<file path="src/rtl/core/pxn_pkg.sv">
`timescale 1ns / 1ps
`default_nettype none
// ----------------------------------------------------------------------------
// pxn_pkg
// shared types and codes of the paxos node step block
// ----------------------------------------------------------------------------
package pxn_pkg;

  localparam logic [2:0] OP_PREPARE    = 3'd0;
  localparam logic [2:0] OP_PROMISE    = 3'd1;
  localparam logic [2:0] OP_ACCEPT     = 3'd2;
  localparam logic [2:0] OP_RESPONSE   = 3'd3;
  localparam logic [2:0] OP_CONTRIBUTE = 3'd4;

  localparam logic [2:0] KIND_PREPARE  = 3'd0;
  localparam logic [2:0] KIND_PROMISE  = 3'd1;
  localparam logic [2:0] KIND_ACCEPT   = 3'd2;
  localparam logic [2:0] KIND_RESPONSE = 3'd3;
  localparam logic [2:0] KIND_SUCCESS  = 3'd4;
  localparam logic [2:0] KIND_NOT_MET  = 3'd5;

  localparam logic REG_PEER_COUNT = 1'b0;
  localparam logic REG_OWN_NODE   = 1'b1;

  typedef enum logic [1:0] {
    ROLE_PREPARE = 2'd0,
    ROLE_PROMISE = 2'd1,
    ROLE_ACCEPT  = 2'd2
  } role_e;

  typedef enum logic [2:0] {
    ST_IDLE,
    ST_SCAN,
    ST_TAIL,
    ST_FIN,
    ST_WAIT
  } st_e;

  typedef struct packed {
    logic [4:0] peer_count;
    logic [7:0] own_node_id;
  } cfg_t;

  typedef struct packed {
    logic [2:0]  kind;
    logic [3:0]  peer;
    logic [7:0]  node;
    logic [63:0] id;
    logic        accept;
    logic [63:0] value;
  } res_t;

endpackage
`default_nettype wire

</file>
<file path="src/rtl/core/paxos_node_step.sv">
`timescale 1ns / 1ps
`default_nettype none
// ----------------------------------------------------------------------------
// paxos_node_step
// single-decree paxos node: one message or contribute request per beat,
// at most one outgoing message or verdict per beat, apb register port
// ----------------------------------------------------------------------------
// sequence: the output is registered; a stored response passes SCAN, TAIL and
//   FIN before its verdict; one into an empty store goes straight to FIN
// throughput: one beat per cycle in idle, none during the one-read-per-cycle
//   scan; an emit while the output beat is held stalls further input
// reset: asynchronous, clears role, id, counters and output valid; the value
//   memory is not cleared, entries are only read after being written
module paxos_node_step #(
  parameter int MAX_PEERS = 16
) (
  input  wire logic        clk_i,
  input  wire logic        rst_ni,
  input  wire logic        psel,
  input  wire logic        penable,
  input  wire logic        pwrite,
  input  wire logic [2:0]  paddr,
  input  wire logic [31:0] pwdata,
  output logic      [31:0] prdata,
  output logic             pready,
  input  wire logic        in_valid_i,
  output logic             in_ready_o,
  input  wire logic [2:0]  op_i,
  input  wire logic [3:0]  peer_i,
  input  wire logic [63:0] proposal_id_i,
  input  wire logic        vote_accepted_i,
  input  wire logic [63:0] value_i,
  output logic             out_valid_o,
  input  wire logic        out_ready_i,
  output logic      [2:0]  out_kind_o,
  output logic      [3:0]  out_peer_o,
  output logic      [7:0]  out_node_o,
  output logic      [63:0] out_id_o,
  output logic             out_accept_o,
  output logic      [63:0] out_value_o
);

  import pxn_pkg::*;

  localparam int AW = (MAX_PEERS > 1) ? $clog2(MAX_PEERS) : 1;
  localparam int CW = $clog2(MAX_PEERS + 1);

  logic [4:0]    pc_q;
  logic [7:0]    own_q;
  cfg_t          cfg;
  res_t          res;
  logic          st_we;
  logic [AW-1:0] st_waddr;
  logic [63:0]   st_wdata;
  logic          st_re;
  logic [AW-1:0] st_raddr;
  logic [63:0]   st_rdata;

  always_ff @(posedge clk_i or negedge rst_ni) begin
    if (!rst_ni) begin
      pc_q  <= 5'd1;
      own_q <= 8'd0;
    end else if (psel && penable && pwrite) begin
      unique case (paddr[2])
        REG_PEER_COUNT: pc_q  <= pwdata[4:0];
        REG_OWN_NODE:   own_q <= pwdata[7:0];
        default: begin
        end
      endcase
    end
  end

  always_comb begin
    unique case (paddr[2])
      REG_PEER_COUNT: prdata = {27'd0, pc_q};
      REG_OWN_NODE:   prdata = {24'd0, own_q};
      default:        prdata = '0;
    endcase
  end

  assign pready = 1'b1;

  assign cfg.peer_count  = pc_q;
  assign cfg.own_node_id = own_q;

  pxn_core #(
    .MAX_PEERS(MAX_PEERS),
    .AW       (AW),
    .CW       (CW)
  ) u_core (
    .clk_i          (clk_i),
    .rst_ni         (rst_ni),
    .cfg_i          (cfg),
    .in_valid_i     (in_valid_i),
    .in_ready_o     (in_ready_o),
    .op_i           (op_i),
    .peer_i         (peer_i),
    .proposal_id_i  (proposal_id_i),
    .vote_accepted_i(vote_accepted_i),
    .value_i        (value_i),
    .out_valid_o    (out_valid_o),
    .out_ready_i    (out_ready_i),
    .out_o          (res),
    .st_we_o        (st_we),
    .st_waddr_o     (st_waddr),
    .st_wdata_o     (st_wdata),
    .st_re_o        (st_re),
    .st_raddr_o     (st_raddr),
    .st_rdata_i     (st_rdata)
  );

  pxn_store #(
    .DEPTH(MAX_PEERS),
    .AW   (AW)
  ) u_store (
    .clk_i  (clk_i),
    .we_i   (st_we),
    .waddr_i(st_waddr),
    .wdata_i(st_wdata),
    .re_i   (st_re),
    .raddr_i(st_raddr),
    .rdata_o(st_rdata)
  );

  assign out_kind_o   = res.kind;
  assign out_peer_o   = res.peer;
  assign out_node_o   = res.node;
  assign out_id_o     = res.id;
  assign out_accept_o = res.accept;
  assign out_value_o  = res.value;

endmodule
`default_nettype wire

</file>
<file path="src/rtl/core/pxn_store.sv">
`timescale 1ns / 1ps
`default_nettype none
// ----------------------------------------------------------------------------
// pxn_store
// response value memory, one write and one registered read per cycle
// ----------------------------------------------------------------------------
module pxn_store #(
  parameter int DEPTH = 16,
  parameter int AW    = 4
) (
  input  wire logic          clk_i,
  input  wire logic          we_i,
  input  wire logic [AW-1:0] waddr_i,
  input  wire logic [63:0]   wdata_i,
  input  wire logic          re_i,
  input  wire logic [AW-1:0] raddr_i,
  output logic      [63:0]   rdata_o
);

  logic [63:0] mem_q [DEPTH];
  logic [63:0] rdata_q;

  always_ff @(posedge clk_i) begin
    if (we_i) begin
      mem_q[waddr_i] <= wdata_i;
    end
  end

  always_ff @(posedge clk_i) begin
    if (re_i) begin
      rdata_q <= mem_q[raddr_i];
    end
  end

  assign rdata_o = rdata_q;

endmodule
`default_nettype wire

</file>
<file path="src/rtl/core/pxn_core.sv">
`timescale 1ns / 1ps
`default_nettype none
// ----------------------------------------------------------------------------
// pxn_core
// role state, vote counters and the sequencer that scans the value store
// ----------------------------------------------------------------------------
module pxn_core #(
  parameter int MAX_PEERS = 16,
  parameter int AW        = 4,
  parameter int CW        = 5
) (
  input  wire logic              clk_i,
  input  wire logic              rst_ni,
  input  wire pxn_pkg::cfg_t     cfg_i,
  input  wire logic              in_valid_i,
  output logic                   in_ready_o,
  input  wire logic [2:0]        op_i,
  input  wire logic [3:0]        peer_i,
  input  wire logic [63:0]       proposal_id_i,
  input  wire logic              vote_accepted_i,
  input  wire logic [63:0]       value_i,
  output logic                   out_valid_o,
  input  wire logic              out_ready_i,
  output pxn_pkg::res_t          out_o,
  output logic                   st_we_o,
  output logic      [AW-1:0]     st_waddr_o,
  output logic      [63:0]       st_wdata_o,
  output logic                   st_re_o,
  output logic      [AW-1:0]     st_raddr_o,
  input  wire logic [63:0]       st_rdata_i
);

  import pxn_pkg::*;

  localparam int CMPW = (CW > 6) ? CW : 6;

  st_e         state_q, state_d;
  role_e       role_q, role_d;
  logic [63:0] pid_q, pid_d;
  logic [63:0] prop_q, prop_d;
  logic [CW-1:0] ptot_q, ptot_d;
  logic [CW-1:0] pyes_q, pyes_d;
  logic [CW-1:0] rtot_q, rtot_d;
  logic [CW-1:0] ryes_q, ryes_d;
  logic [CW-1:0] best_q, best_d;
  logic        out_vld_q, out_vld_d;

  logic [CW-1:0] hits_q, hits_d;
  logic [AW-1:0] idx_q, idx_d;
  logic [AW-1:0] last_q, last_d;
  logic [63:0]   val_q, val_d;
  logic          cmp_vld_q, cmp_vld_d;
  res_t          res_q, res_d;
  res_t          out_q, out_d;

  logic [CMPW-1:0] maj;
  logic [CMPW-1:0] pc_w;
  logic [CW-1:0]   ptot_n;
  logic [CW-1:0]   pyes_n;
  logic [CW-1:0]   best_new;
  logic [CW-1:0]   best_use;
  logic            slot_free;
  logic            emit;
  res_t            emit_res;
  logic            do_bcast;
  logic            do_verdict;

  assign maj  = CMPW'((6'(cfg_i.peer_count) + 6'd1) >> 1);
  assign pc_w = CMPW'(cfg_i.peer_count);
  assign slot_free = !out_vld_q || out_ready_i;

  always_comb begin
    state_d    = state_q;
    role_d     = role_q;
    pid_d      = pid_q;
    prop_d     = prop_q;
    ptot_d     = ptot_q;
    pyes_d     = pyes_q;
    rtot_d     = rtot_q;
    ryes_d     = ryes_q;
    best_d     = best_q;
    hits_d     = hits_q;
    idx_d      = idx_q;
    last_d     = last_q;
    val_d      = val_q;
    cmp_vld_d  = 1'b0;
    res_d      = res_q;
    out_d      = out_q;
    out_vld_d  = out_vld_q && !out_ready_i;
    in_ready_o = 1'b0;
    st_we_o    = 1'b0;
    st_waddr_o = rtot_q[AW-1:0];
    st_wdata_o = value_i;
    st_re_o    = 1'b0;
    st_raddr_o = idx_q;
    emit       = 1'b0;
    emit_res   = '0;
    do_bcast   = 1'b0;
    do_verdict = 1'b0;

    if (ptot_q < CW'(MAX_PEERS)) begin
      ptot_n = ptot_q + CW'(1);
      pyes_n = pyes_q + CW'(vote_accepted_i);
    end else begin
      ptot_n = ptot_q;
      pyes_n = pyes_q;
    end

    if (cmp_vld_q && (st_rdata_i == val_q)) begin
      hits_d = hits_q + CW'(1);
    end
    best_new = (hits_q > best_q) ? hits_q : best_q;
    best_use = (state_q == ST_FIN) ? best_new : best_q;

    unique case (state_q)
      ST_IDLE: begin
        in_ready_o = 1'b1;
        if (in_valid_i) begin
          unique case (op_i)
            OP_PREPARE: begin
              emit            = 1'b1;
              emit_res.kind   = KIND_PROMISE;
              emit_res.peer   = peer_i;
              emit_res.node   = cfg_i.own_node_id;
              emit_res.id     = pid_q;
              if (proposal_id_i > pid_q) begin
                role_d          = ROLE_ACCEPT;
                pid_d           = proposal_id_i;
                emit_res.id     = proposal_id_i;
                emit_res.accept = 1'b1;
              end
            end
            OP_PROMISE: begin
              ptot_d = ptot_n;
              pyes_d = pyes_n;
              if ((CMPW'(pyes_n) >= maj) && (role_q == ROLE_PROMISE)) begin
                role_d         = ROLE_ACCEPT;
                emit           = 1'b1;
                emit_res.kind  = KIND_ACCEPT;
                emit_res.node  = cfg_i.own_node_id;
                emit_res.id    = pid_q;
                emit_res.value = prop_q;
              end else if ((CMPW'(pyes_n) < maj) && (CMPW'(ptot_n) == pc_w)) begin
                do_bcast = 1'b1;
              end
            end
            OP_ACCEPT: begin
              emit           = 1'b1;
              emit_res.kind  = KIND_RESPONSE;
              emit_res.peer  = peer_i;
              emit_res.node  = cfg_i.own_node_id;
              emit_res.id    = pid_q;
              emit_res.value = value_i;
              if ((proposal_id_i >= pid_q) && (role_q == ROLE_ACCEPT)) begin
                pid_d           = proposal_id_i;
                role_d          = ROLE_PREPARE;
                emit_res.id     = proposal_id_i;
                emit_res.accept = 1'b1;
              end
            end
            OP_RESPONSE: begin
              if (rtot_q < CW'(MAX_PEERS)) begin
                st_we_o = 1'b1;
                val_d   = value_i;
                rtot_d  = rtot_q + CW'(1);
                ryes_d  = ryes_q + CW'(vote_accepted_i);
                hits_d  = CW'(1);
                idx_d   = '0;
                last_d  = AW'(rtot_q - CW'(1));
                state_d = (rtot_q == '0) ? ST_FIN : ST_SCAN;
              end else begin
                do_verdict = 1'b1;
              end
            end
            OP_CONTRIBUTE: begin
              do_bcast = 1'b1;
              prop_d   = value_i;
            end
            default: begin
            end
          endcase
        end
      end
      ST_SCAN: begin
        st_re_o   = 1'b1;
        cmp_vld_d = 1'b1;
        idx_d     = idx_q + AW'(1);
        if (idx_q == last_q) begin
          state_d = ST_TAIL;
        end
      end
      ST_TAIL: begin
        state_d = ST_FIN;
      end
      ST_FIN: begin
        best_d     = best_new;
        do_verdict = 1'b1;
        state_d    = ST_IDLE;
      end
      ST_WAIT: begin
        if (slot_free) begin
          out_d     = res_q;
          out_vld_d = 1'b1;
          state_d   = ST_IDLE;
        end
      end
      default: begin
        state_d = ST_IDLE;
      end
    endcase

    if (do_verdict) begin
      if ((CMPW'(ryes_q) >= maj) && (CMPW'(best_use) >= maj) && (role_q == ROLE_ACCEPT)) begin
        role_d        = ROLE_PREPARE;
        emit          = 1'b1;
        emit_res.kind = KIND_SUCCESS;
      end else if ((CMPW'(ryes_q) < maj) && (CMPW'(rtot_q) == pc_w)) begin
        emit          = 1'b1;
        emit_res.kind = KIND_NOT_MET;
      end
    end

    if (do_bcast) begin
      pid_d         = pid_q + 64'd1;
      role_d        = ROLE_PROMISE;
      ptot_d        = CW'(1);
      pyes_d        = '0;
      rtot_d        = '0;
      ryes_d        = '0;
      best_d        = '0;
      emit          = 1'b1;
      emit_res      = '0;
      emit_res.kind = KIND_PREPARE;
      emit_res.node = cfg_i.own_node_id;
      emit_res.id   = pid_q + 64'd1;
    end

    if (emit) begin
      if (slot_free) begin
        out_d     = emit_res;
        out_vld_d = 1'b1;
      end else begin
        res_d   = emit_res;
        state_d = ST_WAIT;
      end
    end
  end

  always_ff @(posedge clk_i or negedge rst_ni) begin
    if (!rst_ni) begin
      state_q   <= ST_IDLE;
      role_q    <= ROLE_PREPARE;
      pid_q     <= '0;
      prop_q    <= '0;
      ptot_q    <= '0;
      pyes_q    <= '0;
      rtot_q    <= '0;
      ryes_q    <= '0;
      best_q    <= '0;
      out_vld_q <= 1'b0;
      cmp_vld_q <= 1'b0;
    end else begin
      state_q   <= state_d;
      role_q    <= role_d;
      pid_q     <= pid_d;
      prop_q    <= prop_d;
      ptot_q    <= ptot_d;
      pyes_q    <= pyes_d;
      rtot_q    <= rtot_d;
      ryes_q    <= ryes_d;
      best_q    <= best_d;
      out_vld_q <= out_vld_d;
      cmp_vld_q <= cmp_vld_d;
    end
  end

  always_ff @(posedge clk_i) begin
    hits_q <= hits_d;
    idx_q  <= idx_d;
    last_q <= last_d;
    val_q  <= val_d;
    res_q  <= res_d;
    out_q  <= out_d;
  end

  assign out_valid_o = out_vld_q;
  assign out_o       = out_q;

endmodule
`default_nettype wire
</file>
<file path="config.mk">
export PLATFORM = sky130hd
export DESIGN_NAME = paxos_node_step
export DESIGN_NICKNAME = d
export VERILOG_FILES = /design/src/rtl/core/pxn_pkg.sv /design/src/rtl/core/paxos_node_step.sv /design/src/rtl/core/pxn_store.sv /design/src/rtl/core/pxn_core.sv
export SDC_FILE = /design/constraint.sdc
export NUM_CORES = 2
export LEC_CHECK = 0
export BUFFER_PORTS_ARGS = -buffer_cell sky130_fd_sc_hd__buf_2
export CAP_MARGIN = 20
export CORE_MARGIN = 2
export CORE_UTILIZATION = 54
export DETAILED_ROUTE_END_ITERATION = 7
export PLACE_DENSITY = 0.79
export RECOVER_POWER = 25
export SETUP_SLACK_MARGIN = 0.4
export SKIP_LAST_GASP = 1
export SLEW_MARGIN = 5
export SYNTH_ARGS = -nofsm -noshare
export SYNTH_HDL_FRONTEND = slang
export SYNTH_SLANG_ARGS = --single-unit
</file>
<file path="constraint.sdc">
create_clock -name clk_i -period 27 [get_ports clk_i]
set_clock_uncertainty 0.05 [all_clocks]
set_input_delay 1.35 -clock clk_i [delete_from_list [all_inputs] [get_ports clk_i]]
set_output_delay 1.35 -clock clk_i [all_outputs]
set_load 0.01 [all_outputs]
</file>
# --- After elaboration in Yosys (flattened, before gate mapping) ---
# Memory sizes are Yosys's and may differ from the RTL's. A register that Yosys moved wholly into a read port is not among the register bits.
# Cells that the tools add are included.
totals:
  in_bits: 178
  out_inout_bits: 179
  n_memories: 1
  regBits: 538
  elab_cells: 209
  mem_bits_rw: 1024
mem_list:
  columns: ["name", "depth", "width", "read_ports", "rd_ports_with_merged_regs", "write_ports", "line_no", "source"]
  rows:
  - ["u_store.mem_q", 16, 64, 1, 1, 1, "pxn_store.sv:20", "logic [63:0] mem_q [DEPTH];"]
op_classes:
  eq_ne: 19
  addsub: 9
  order_cmp: 10
  mux: 106
  reduce_logical: 33
  n_bitwise: 2
op_table:
  columns: ["op", "n"]
  rows:
  - ["$mux W144", 7]
  - ["$mux W64", 6]
  - ["$pmux W64 S2", 2]
  - ["$pmux W72 S3", 1]
  - ["$mux W5", 28]
  - ["$mux W65", 2]
  - ["$mux W72", 1]
  - ["$add A64 B1 Y64 const B", 1]
  - ["$eq A64 B64 Y1", 1]
  - ["$ge A64 B64 Y1", 1]
  - ["$gt A64 B64 Y1", 1]
  - ["$pmux W32 S2", 1]
  - ["$mux W3", 10]
  - ["$mux W1", 26]
  - ["$mux W2", 10]
  - ["$mux W4", 4]
  - ["$add A5 B1 Y5 const B", 3]
  - ["$ge A5 B5 Y1", 3]
  - ["$eq A3 B2 Y1 const B", 4]
  - ["$pmux W2 S3", 2]
  - ["$pmux W3 S4", 1]
  - ["$reduce_and A4 Y1", 3]
  - ["$reduce_bool A2 Y1", 6]
  - ["$add A5 B1 Y5", 2]
  - ["other kinds (28)", 53]

# --- Logic depth before layout (Yosys ltp) ---
depth:
  depth_word: 14
  mapped_depth: 21
  depth_no_buf: 19

# --- Modules after synthesis ---
# Synthesis repeated with hierarchy kept, for this count alone.
unflattened:
  cells_unflattened: 4651
  area_unflattened_um2: 68139.1
by_module_without_submodules:
  columns: ["module", "area_each_um2", "cells_per_inst", "n_inst", "seq_area_each_um2"]
  rows:
  - ["pxn_store", 40222.3, 1647, 1, 32671.3]
  - ["pxn_core", 27113.5, 2940, 1, 13472.9]
  - ["paxos_node_step", 803.3, 64, 1, 326.6]

# --- Least setup slack after synthesis ---
# No wires, ideal clock.
synth_path:
  path_type: "input to register"
  startpoint: "in vote_accepted_i"
  endpoint: "reg u_core.res_q[0] (netlist name), enable pin"
  stages: 14
  slack_ps: 15682
  required_ps: 26255
  arrival_time_ps: 10573
  setup_ps: 695
  n_path_buf: 1
  path_cell_list: "ha_1 ha_1 nor2b_1 nand3_1 xnor2_1 ha_1 and2_1 o21a_1 a211o_1 nor4_2 o21ai_2 buf_6 and2_1 a21oi_1"
synth_between:
  elab_chain_cells: 13
  elab_cells_between_ends: 20
  classes_between: "add/sub (1); order compare (2); mux (14); reduce/logical (3)"
synth_rtl:
  columns: ["element", "line_no", "source"]
  rows:
  - ["start: declaration", "paxos_node_step.sv:31", "input wire logic vote_accepted_i,"]
  - ["$add A5 B1 Y5 *", "pxn_core.sv:103", "pyes_n = pyes_q + CW'(vote_accepted_i);"]
  - ["$mux W5 *", "pxn_core.sv:101", "if (ptot_q < CW'(MAX_PEERS)) begin"]
  - ["$ge A5 B5 Y1", "pxn_core.sv:136", "if ((CMPW'(pyes_n) >= maj) && (role_q == ROLE_PROMISE)) begin"]
  - ["$logic_and A1 B1 Y1", "pxn_core.sv:136", null]
  - ["$mux W1", "pxn_core.sv:136", null]
  - ["$pmux W1 S2", "pxn_core.sv:119", "unique case (op_i)"]
  - ["$mux W1", "pxn_core.sv:118", "if (in_valid_i) begin"]
  - ["$mux W1", "pxn_core.sv:115", "unique case (state_q)"]
  - ["$mux W1", "pxn_core.sv:217", "end else if ((CMPW'(ryes_q) < maj) && (CMPW'(rtot_q) == pc_w)) begin"]
  - ["$mux W1", "pxn_core.sv:213", "if ((CMPW'(ryes_q) >= maj) && (CMPW'(best_use) >= maj) && (role_q == ROLE_ACCEPT)) begin"]
  - ["$mux W1", "pxn_core.sv:212", "if (do_verdict) begin"]
  - ["$mux W1 *", "pxn_core.sv:223", "if (do_bcast) begin"]
  - ["$reduce_and A2 Y1 (no source line) *", null, null]
  - ["end signal: assignment", "pxn_core.sv:282", "res_q <= res_d;"]
  - ["end: declaration", "pxn_core.sv:53", "res_t res_q, res_d;"]
# Every way passes the cells marked *; elsewhere a longest branch is shown, timed or not.
# A chain may end at the register's enable or synchronous reset.

# --- Worst setup path in the final report ---
layout_path:
  startpoint: "reg u_core.state_q[1]"
  endpoint: "mem u_store.mem_q[15][53], enable pin"
layout_between:
  elab_chain_cells: 4
layout_rtl:
  columns: ["element", "line_no", "source"]
  rows:
  - ["start: declaration", "pxn_core.sv:37", "st_e state_q, state_d;"]
  - ["start signal: assignment", "pxn_core.sv:263", "state_q <= state_d;"]
  - ["$logic_not A3 Y1", "pxn_core.sv:115", null]
  - ["$mux W1", "pxn_core.sv:115", null]
  - ["$mux W1", "pxn_store.sv:24", "if (we_i) begin"]
  - ["$mux W1 (not written as such)", "pxn_store.sv:25", "mem_q[waddr_i] <= wdata_i;"]
  - ["end: declaration", "pxn_store.sv:20", null]
# No other way between the ends.

==> metrics <==
drt pass-1 iters 8; worst slew pin tran 1.21 ns; die height approximately 360 microns; Crit Path Class reg -> reg; worst path cell trace nor3_1 -> nand2_1 -> or4_1 -> clkinv_2 -> nand2_1 -> nor2_4 -> buf_4; sequential power share 43.2%; Initial Util 54.4%; hpwl dp 98200 microns; Inserted Clock Buffers between 150 and 200; Slew headroom between 10% and 20%; post-synth top area cell edfxtp_1; Synth Warn # 0; die area 128000 sq um; Multi-input gate area 19600 sq um; Root Driver clkbuf_16; Critical-path top delay cell nor2_4; core area 124000 sq um; Int Pwr 0.00530 W; Critical Path AT 6.49 ns; Post-CTS Hold Fix Bufs 0; Max Cap Violations 0; largest net degree at the start of global routing 109; CTS tree yes; Max Slew Vio Count 0; Clock Sinks 1626; Inst Count DP roughly 6100; H-tree depth 4; Cells after Synth between 4000 and 5000; Clk Latency, worst-skew pair 0.81 ns; fin crit share 22.7%; Pleak 26.8 nW; kind of end point of the critical path flop; Cell variety after synth just over 80; RD Place Congestion 0.916; via count 41246; worst hold slack ~0.42 ns; Setup TNS 0 ns; RSZ-0062 raised after global routing false; setup violators final 0; fin crit period 6.13 ns; Area growth syn-to-layout 12.9%; Bufs on Longest Clock Path 3; vias in the first global route 41671; count leader, synth edfxtp_1; failing checks DRC; Critical Path RT about 27 ns; Peak VDD IR 0.0000957 V; initial antenna violation count 27; total congestion overflow 0; post-synth top area share 58.1%; P_sw 0.00233 W; WL final 183000 microns; vias per cell ~6.5; syn_area_per_cell about 16 sq um; HP Class reg -> reg; number of synthesized register bits roughly 1600; # DRC 12; clk slew on worst S/H paths 0.07 ns; CP peak stage delay 0.97 ns; Post-Layout Cell Count 6379; Post-Syn Area ~67000 sq um; Buf/Inv on CP 2; CP most frequent cell nand2_1; Combinational Power Share 26.8%; Top delay family on crit path simple AND/OR/NAND/NOR gates; FP Rows 129; outcome finished with violations; clock share of power 30.0%; IO buf count about 310; Seq/Total Area, Yosys 69.0%; layout cells sized above 1 21.7%; post_cts resized 0; Post-synth EDFFs roughly 1300; Final Hold Fails 0; Net count, final 4868; Reg area 46500 sq um; Power Density 100 nW/um^2; first-pass GRT wire length 271000 microns; Synth async-reset ratio between 10% and 20%; all-layer global routing usage 28.8%; CP Max Fanout 45; fmax 163 MHz; DRT antenna net count 0; ranking of synthesized cells by area edfxtp_1, mux4_2, dfrtp_1, dfxtp_1, nand2_1; Top FF cell, synth edfxtp_1; Die X roughly 360 microns; post-CTS setup buffers 0; WL/cell 28.7 microns; fill cell total of the finished layout 8585; switching portion of total power 30.6%; initial DRC count 5051; Worst setup SP type flop; io pins 357; most frequent cells after synthesis edfxtp_1, nand2_1, mux4_2
## flip-flops by register name, indices dropped and copies added (netlist names), 3 cells and up
signal / cells
own_q: 8
pc_q: 5
u_core.best_q: 5
u_core.hits_q: 5
u_core.last_q: 4
u_core.out_o: 144
u_core.pid_q: 64
u_core.prop_q: 64
u_core.ptot_q: 5
u_core.pyes_q: 5
u_core.res_q: 144
u_core.rtot_q: 5
u_core.ryes_q: 5
u_core.st_raddr_o: 4
u_core.state_q: 3
u_core.val_q: 64
u_store.mem_q: 1024
u_store.rdata_o: 64
## cell type report
type | count | share of cell area [%]
sequential | 1626 | 61.1
multi-input combinational | 2329 | 25.8
clock buffer | 208 | 5.77
tap | 1637 | 2.69
timing repair buffer | 374 | 2.67
clock inverter | 86 | 1.32
inverter | 101 | 0.502
antenna | 18 | 0.0593
## layer usage
metal	share of wire [%]	GRT usage, %
met1	36	37.1
met2	50	47.6
met3	10	6.79
met4	3.9	11.8
met5	0.063	0
## power groups by stage
stage | Sequential, W | Combinational, W | Clock (W)
after floorplan | 0.00332 | 0.00138 | 0
after global placement | 0.00331 | 0.00195 | 0
after detailed placement | 0.00332 | 0.00199 | 0
after CTS | 0.00329 | 0.00205 | 0.00231
after global routing | 0.00333 | 0.00221 | 0.00240
final | 0.00330 | 0.00205 | 0.00229
## path summary, 6_finish.rpt
path                                              from                               to  slack, ns  depth (start not counted)
min in group asynchronous                       rst_ni     u_core.pid_q[52]$_DFFE_PN0P_       0.54                          1
max in group asynchronous                       rst_ni    u_core.prop_q[28]$_DFFE_PN0P_      24.94                          2
min                           u_core.out_o[50]$_DFF_P_         u_core.out_o[50]$_DFF_P_       0.42                          2
min reg2reg                   u_core.out_o[50]$_DFF_P_         u_core.out_o[50]$_DFF_P_       0.42                          2
max reg2reg                u_core.state_q[1]$_DFF_PN0_  u_store.mem_q[15][53]$_DFFE_PP_      20.87                          7
max                        u_core.state_q[1]$_DFF_PN0_  u_store.mem_q[15][53]$_DFFE_PP_      20.87                          7
## per-stage QoR
step                worst slack [ns]  cell area [sq um]  utilization, %  total power [W]
floorplan                      15.68              67400               -          0.00470
global placement               20.55              70600            57.0          0.00526
detailed placement             20.48              70600            57.0          0.00532
CTS                            20.92              76000            61.4          0.00765
global route                   20.36              76000            61.4          0.00794
finish                         20.87              76000            61.4          0.00763
## logic make-up (layout without fill, tap and decap cells)
group | count (synthesis) | after routing | synth area share, %
xor+xnor | 109 | 109 | 1.43
fa+ha+maj | 98 | 98 | 1.82
compound gates | 573 | 573 | 5.69
simple gates | 1104 | 1104 | 7.44
other cells | 2 | 43 | 0.0112
flops | 1626 | 1626 | 69.0
mux | 420 | 420 | 12.3
buf+inv | 356 | 769 | 2.26
## tightest hold or removal path: cells and delay by family (launching register included)
kind,cells,cell delay [ns]
DFF,1,0.30
AOI/OAI and AO/OA,1,0.08
and+or+nand+nor,1,0.05
## layout by cell type (no fill, tap or decap), drive strengths merged, types with 53 or more instances in the layout
cell and n:
a21oi 110, a22oi 68, a31oi 107, buf 322, clkbuf 260, clkinv 63
dfrtp 172, dfxtp 149, edfxtp 1304, ha 98, inv 104, mux2 83
mux4 320, nand2 464, nand3 78, nor2 282, nor3 53, o21ai 98
xnor2 53, xor2 56
(Power assumes the default switching activity.)
